<file path="src/design/hrc_pkg.sv">
// ----------------------------------------------------------------------------
// hrc_pkg
// shared types and constants of the response checker
// ----------------------------------------------------------------------------
package hrc_pkg;

   localparam int BODY_DEPTH = 4096;
   localparam int COUNT_BITS = 32;
   localparam int LEN_BITS = 13;
   localparam int VAL_BITS = 31;
   localparam int QUEUE_DEPTH = 4;

   typedef enum logic [1:0] {
      ST_OK     = 2'd0,
      ST_SHORT  = 2'd1,
      ST_FORMAT = 2'd2,
      ST_SIZE   = 2'd3
   } status_type;

   typedef enum logic [1:0] {
      PH_STATUS = 2'd0,
      PH_HEADER = 2'd1,
      PH_BODY   = 2'd2,
      PH_BAD    = 2'd3
   } phase_type;

   typedef enum logic [1:0] {
      VS_SPACES = 2'd0,
      VS_DIGITS = 2'd1,
      VS_DONE   = 2'd2
   } vstage_type;

   // classified work handed from front to back
   typedef struct packed {
      logic       is_load;
      logic [7:0] data;
      logic [11:0] index;
      logic       last;
   } work_type;

   function automatic logic [7:0] status_char(input logic [4:0] i);
      logic [7:0] c;
      unique case (i)
         5'd0: c = "H";  5'd1: c = "T";  5'd2: c = "T";  5'd3: c = "P";
         5'd4: c = "/";  5'd5: c = "1";  5'd6: c = ".";  5'd7: c = "0";
         5'd8: c = " ";  5'd9: c = "2";  5'd10: c = "0"; 5'd11: c = "0";
         5'd12: c = " "; 5'd13: c = "O"; 5'd14: c = "K"; 5'd15: c = 8'h0d;
         5'd16: c = 8'h0a;
         default: c = 8'h00;
      endcase
      return c;
   endfunction

   function automatic logic [7:0] prefix_char(input logic [3:0] i);
      logic [7:0] c;
      unique case (i)
         4'd0: c = "C";  4'd1: c = "o";  4'd2: c = "n";  4'd3: c = "t";
         4'd4: c = "e";  4'd5: c = "n";  4'd6: c = "t";  4'd7: c = "-";
         4'd8: c = "L";  4'd9: c = "e";  4'd10: c = "n"; 4'd11: c = "g";
         4'd12: c = "t"; 4'd13: c = "h"; 4'd14: c = ":";
         default: c = 8'h00;
      endcase
      return c;
   endfunction

endpackage

</file>
<file path="src/design/hrc_front.sv">
// ----------------------------------------------------------------------------
// hrc_front
// request intake and small work queue
// ----------------------------------------------------------------------------
module hrc_front #(
   parameter int DEPTH = hrc_pkg::QUEUE_DEPTH
) (
   input  logic              clock,
   input  logic              reset,
   input  logic              req_valid,
   output logic              req_ready,
   input  logic              req_opcode,
   input  logic [7:0]        req_byte_value,
   input  logic [11:0]       req_load_index,
   input  logic              req_last,
   output logic              wq_valid,
   input  logic              wq_ready,
   output hrc_pkg::work_type wq_data
);
   localparam int AW = (DEPTH > 1) ? $clog2(DEPTH) : 1;

   hrc_pkg::work_type mem_ff [DEPTH];
   logic [AW-1:0] wr_ff, wr_in, rd_ff, rd_in;
   logic [AW:0]   cnt_ff, cnt_in;
   logic push, pop;

   assign req_ready = (cnt_ff != (AW+1)'(DEPTH));
   assign push = req_valid && req_ready;
   assign wq_valid = (cnt_ff != '0);
   assign pop = wq_valid && wq_ready;
   assign wq_data = mem_ff[rd_ff];

   always_comb begin
      wr_in = push ? ((wr_ff == AW'(DEPTH-1)) ? '0 : wr_ff + 1'b1) : wr_ff;
      rd_in = pop ? ((rd_ff == AW'(DEPTH-1)) ? '0 : rd_ff + 1'b1) : rd_ff;
      cnt_in = cnt_ff + (AW+1)'(push) - (AW+1)'(pop);
   end

   always_ff @(posedge clock) begin
      if (reset) begin
         wr_ff <= '0;
         rd_ff <= '0;
         cnt_ff <= '0;
      end else begin
         wr_ff <= wr_in;
         rd_ff <= rd_in;
         cnt_ff <= cnt_in;
      end
   end

   always_ff @(posedge clock) begin
      if (push) begin
         mem_ff[wr_ff] <= '{is_load: !req_opcode, data: req_byte_value,
                            index: req_load_index, last: req_last};
      end
   end

   a_cnt_bound: assert property (@(posedge clock) disable iff (reset)
      cnt_ff <= (AW+1)'(DEPTH)) else $error("queue count overflow");
   a_full_stall: assert property (@(posedge clock) disable iff (reset)
      (cnt_ff == (AW+1)'(DEPTH)) |-> !req_ready) else $error("ready while full");
   a_empty_pop: assert property (@(posedge clock) disable iff (reset)
      (cnt_ff == '0) |-> !wq_valid) else $error("valid while empty");

endmodule

</file>
<file path="config.mk">
export PLATFORM = sky130hd
export DESIGN_NAME = hrc_front
export DESIGN_NICKNAME = d
export VERILOG_FILES = /design/src/design/hrc_pkg.sv /design/src/design/hrc_front.sv
export SDC_FILE = /design/constraint.sdc
export NUM_CORES = 1
export LEC_CHECK = 0
export BUFFER_PORTS_ARGS = -buffer_cell sky130_fd_sc_hd__buf_2
export CAP_MARGIN = 20
export CORE_MARGIN = 1.5
export CORE_UTILIZATION = 40
export DETAILED_ROUTE_END_ITERATION = 10
export PLACE_DENSITY = 0.62
export SETUP_SLACK_MARGIN = 0.1
export SYNTH_ARGS = -nofsm -noshare
export SYNTH_HDL_FRONTEND = slang
export SYNTH_SLANG_ARGS = --single-unit
</file>
<file path="constraint.sdc">
create_clock -name clock -period 2.77 [get_ports clock]
set_input_delay 0.277 -clock clock [delete_from_list [all_inputs] [get_ports clock]]
set_output_delay 0.277 -clock clock [all_outputs]
set_load 0.005 [all_outputs]
</file>
; After elaboration in Yosys (flattened, before gate mapping)
; Memories as Yosys holds them, arrays and structs flattened. A register that Yosys moved wholly into a read port is not among the register bits.
; Cells that the tools add are included.
[word_totals]
regBits = 7
latch_bits = 0
ram_bits = 88
rom_bits = 0
inputBits = 26
wordCells = 21
n_memories = 1
[mem_list]
columns = memory, words, word_bits, rd, rd_clocked_by_memory_dff, wr, line
row1 = mem_ff, 4, 22, 1, 1, 1, hrc_front.sv:22  ; hrc_pkg::work_type mem_ff [DEPTH];
[op_classes]
addsub = 4
n_mul = 0
div_mod_pow = 0
order_cmp = 0
n_eq_ne = 3
n_shift = 0
mux = 6
bitwise_logic = 0
reduce_logical = 4
[ops]
columns = op, count
row1 = $mux 2, 4
row2 = $add 2x1->2 const B, 2
row3 = $eq 2x2->1 const B, 2
row4 = $add 3x1->3, 1
row5 = $ne 3x3->1 const B, 1
row6 = $reduce_bool 3->1, 1
row7 = $sub 3x1->3, 1
row8 = $logic_and 1x1->1, 2
row9 = $mux 1, 2
row10 = $logic_not 1->1, 1

; Logic depth before layout (Yosys ltp)
[depth]
word_depth = 4
mapped_depth = 11

; Worst setup path after synthesis
; No wires, ideal clock.
[synth_path]
path_type = register to register
start = reg cnt_ff[1]
end = reg cnt_ff[2]
t_arrival_ns = 2.184
t_required_ns = 2.692
setup_slack_ns = 0.508
path_stages_with_launch = 12
period_less_slack_ns = 2.262
cell_sequence = dfxtp_1 -> or3b_1 -> buf_6 -> nand2_2 -> ha_1 -> inv_1 -> ha_1 -> inv_1 -> fa_1 -> xor2_1 -> and2_2 -> nor3_1
[synth_between]
elab_chain_cells = 4
[synth_lines]
columns = element, line
row1 = from (decl), hrc_front.sv:24  ; logic [AW:0] cnt_ff, cnt_in;
row2 = from (signal assigned), hrc_front.sv:47  ; cnt_ff <= cnt_in;
row3 = $ne 3x3->1, hrc_front.sv:27  ; assign req_ready = (cnt_ff != (AW+1)'(DEPTH));
row4 = named net req_ready, hrc_front.sv:11  ; output logic req_ready,
row5 = $logic_and 1x1->1, hrc_front.sv:28  ; assign push = req_valid && req_ready;
row6 = $add 3x1->3, hrc_front.sv:36  ; cnt_in = cnt_ff + (AW+1)'(push) - (AW+1)'(pop);
row7 = $sub 3x1->3, hrc_front.sv:36
; The timed path passes the listed nets, and every way through them passes these cells.
; A chain may end at the register's enable or synchronous reset.

; Worst setup path in the final report
[layout_path]
start = reg cnt_ff[1]
end = reg cnt_ff[2]
[layout_between]
elab_chain_cells = 4
[layout_lines]
columns = element, line
row1 = $ne 3x3->1, hrc_front.sv:27
row2 = $logic_and 1x1->1, hrc_front.sv:28
row3 = $add 3x1->3, hrc_front.sv:36
row4 = $sub 3x1->3 (*), hrc_front.sv:36
; Every way passes the cells marked *; elsewhere a longest branch is shown, timed or not.

==> impl_metrics.ini <==
[logic_synthesis]
synthTopCellsByCount = edfxtp_1, mux4_2, dfxtp_1, ha_1, inv_1
post-synth-top-count-cell = edfxtp_1
synth_edf_count = 88
ys_warn_count = 0
synthArstFlopShare = 0
synth-main-ff-cell = edfxtp_1
ys_seq_elements = 97
syn_avg_cell_area_sq_um = 22.3
syn_nets = 198
ys_types = 28
yosys.area.top_type = edfxtp_1
yosys-top-cells-area = edfxtp_1, mux4_2, dfxtp_1, ha_1, inv_1
syn_area_sq_um = 3650
netlist_instances = 164
synth_top_area_share = 0.723
yosysSeqAreaShare = 0.773

[placement]
gp_congestion = 0.716
portBuffers = 49
place_hpwl_mm = 3.62

[clocking]
ctsResizeCount = 0
numCtsBuffers = 9
clockBufferDepth = 2
clk_pin_slew_ns = 0.09
cts_setup_buffers = 0
cts_sinks = 97
cts_tree = built
clock_latency_ns = 0.36
cts_hold_buf = 0
cts-root-buf = clkbuf_8
htree_levels = 3

[power]
power.density_nw_per_um2 = 857
peakVddDrop_mv = 0.398
p_leak_nw = 1.50

[floorplan]
chipWidth_um = 98.6
rows = 34
io_pins = 50
start_util = 0.415
dieArea_sq_um = 9720
die_y_um = 98.6
placeableCoreArea_sq_um = 8810

[sta]
finalSetupViolations = 0
hold_viol_final = 0
timing.final.crit_share = 0.861
worst_slew_pin_slew_ns = 0.607
fin_crit_ns = 2.38
slew_violations = 0
maxSlewHeadroom = 0.595
final.setup.tns_ns = 0
rsz0062_at_grt = false
skew_ns = 0.00758
max_freq_ghz = 0.419

[status]
outcome = finished, violations left
violations = design-rule violations

[routing]
dr_wl_met3_um = 268
wirelength_met1_mm = 2.55
drt_first_pass_iters = 7
num_vias = 1708
vias_per_cell = 5.08
dr_wl_met2_mm = 2.94
wl_per_cell_um = 17.4
wirelength_mm = 5.84
drt_iter0_markers = 69
drc = 4
ant_nets = 0
highest-signal-layer = met4

[critical_path]
worstReg2RegEnd = cnt_ff[2]$_SDFF_PP0_
critPathKind = register to register
start_kind = register
critPathMaxFanout = 7
r2r_start = cnt_ff[1]$_SDFF_PP0_
critPathCaptureType = register
ff2ff_setup_slack_ns = 0.39
ff2ff_path_depth = 10
required_ns = 3.05
arrival_ns = 2.66

[final_layout]
n_antenna_cell = 0
drive_gt1_frac = 0.430
syn_to_final_growth_pct = 16.7
nets = 257
final_util = 0.484

[global_routing]
grt_pass1_wl_mm = 9.30
grt_max_degree = 23
antenna_found_initial = 0
grt_pass1_vias = 1813
overflow = 0
track_usage = 0.130

[worst_hold_path]
holdCritStartpoint = req_byte_value[7]
whs_endpoint = mem_ff[2][20]$_DFFE_PP_
hold_path_class = primary input to register
min_path_cells = 1

[run]
drv_cap = 0
[critical path, cell delays in order (launching register included)]
cell and delay [ns]:
dfxtp_1 0.37, or3b_1 0.49, nand2_2 0.15, ha_1 0.23
inv_1 0.05, ha_1 0.12, inv_1 0.04, fa_1 0.37
xor2_1 0.17, and2_2 0.19, nor3_1 0.11
[metal layers]
layer,vias up,global-route usage
met5,-,0
met3,8,0.0312
met2,33,0.217
li1,785,-
met4,0,0.0659
met1,882,0.159
[cell usage in the layout, fill, tap and decap left out]
master      Yosys  layout
or3b_1          1       1
buf_2           0      49
mux4_2         22      22
o21ai_2         1       1
ha_1            7       7
or3_1           2       2
nor2b_1         1       1
nand2b_1        2       2
and3_2          2       2
nand2_2         1       1
a21oi_1         1       1
edfxtp_1       88      88
bufinv_16       0       2
a211o_1         1       1
buf_4           2       4
nor2_1          3       3
clkinv_1        0       1
o31ai_1         1       1
clkbuf_8        0       9
nor3_1          1       1
buf_12          0       1
clkinv_4        0       1
and2_2          1       1
and3_1          2       2
dfxtp_2         0       1
inv_1           6       6
or3_2           1       1
inv_6           0       1
clkinv_2        0       1
fa_1            1       1
clkinvlp_4      0       1
nand2_1         1       1
dfxtp_1         9       8
mux2i_1         2       2
xor2_1          1       1
[through the flow]
stage | setup slack (ns) | hold slack, ns | instances | power (mW) | area (sq um)
floorplan | 0.508 | 0.376 | 164 | 2.41 | 3650
global placement | 0.452 | 0.484 | 320 | 2.72 | 4050
detailed placement | 0.400 | 0.485 | 320 | 2.73 | 4050
CTS | 0.373 | 0.121 | 336 | 3.71 | 4270
global route | 0.221 | 0.124 | 336 | 3.83 | 4270
finish | 0.386 | 0.129 | 336 | 3.65 | 4270
[kinds of logic after synthesis]
family                     after synthesis  synth area share
buffers and inverters                   12            0.0164
adders and majority gates                8            0.0295
muxes                                   24             0.141
xor gates and xnor gates                 1           0.00240
DFF                                     97             0.773
and+or+nand+nor                         18            0.0298
AOI/OAI and AO/OA                        4           0.00822
[layout make-up]
| class | instances | area [sq um] |
|---|---|---|
| fillers | 735 | 4540 |
| well taps | 108 | 135 |
| flip-flops and latches | 97 | 2820 |
| repair buffers | 54 | 295 |
| multi-input cells | 55 | 771 |
| clock buffers | 9 | 124 |
| clock inverters | 7 | 93.8 |
| inverters | 6 | 22.5 |
[power breakdown]
part / switching [mW] / total [mW] / internal, mW
Combinational: 0.351 / 0.779 / 0.428
Sequential: 0.0927 / 1.89 / 1.80
Clock: 0.477 / 0.985 / 0.509
[sequential cells by signal, indices dropped and copies added (netlist names), named ones only]
| register | flops |
|---|---|
| mem_ff | 88 |
| wr_ff | 2 |
| cnt_ff | 3 |
| rd_ff | 2 |
[worst max path at each step]
stage / slack, ns / from / cells past startpoint / endpoint
2_1_floorplan: 0.51 / cnt_ff[1]$_SDFF_PP0_ / 11 / cnt_ff[2]$_SDFF_PP0_
3_3_place_gp: 0.45 / cnt_ff[1]$_SDFF_PP0_ / 10 / cnt_ff[2]$_SDFF_PP0_
3_5_place_dp: 0.40 / cnt_ff[1]$_SDFF_PP0_ / 10 / cnt_ff[2]$_SDFF_PP0_
4_1_cts: 0.37 / cnt_ff[1]$_SDFF_PP0_ / 10 / cnt_ff[2]$_SDFF_PP0_
5_1_grt: 0.22 / cnt_ff[1]$_SDFF_PP0_ / 10 / cnt_ff[2]$_SDFF_PP0_
6_report: 0.39 / cnt_ff[1]$_SDFF_PP0_ / 10 / cnt_ff[2]$_SDFF_PP0_
(Power assumes the default switching activity.)
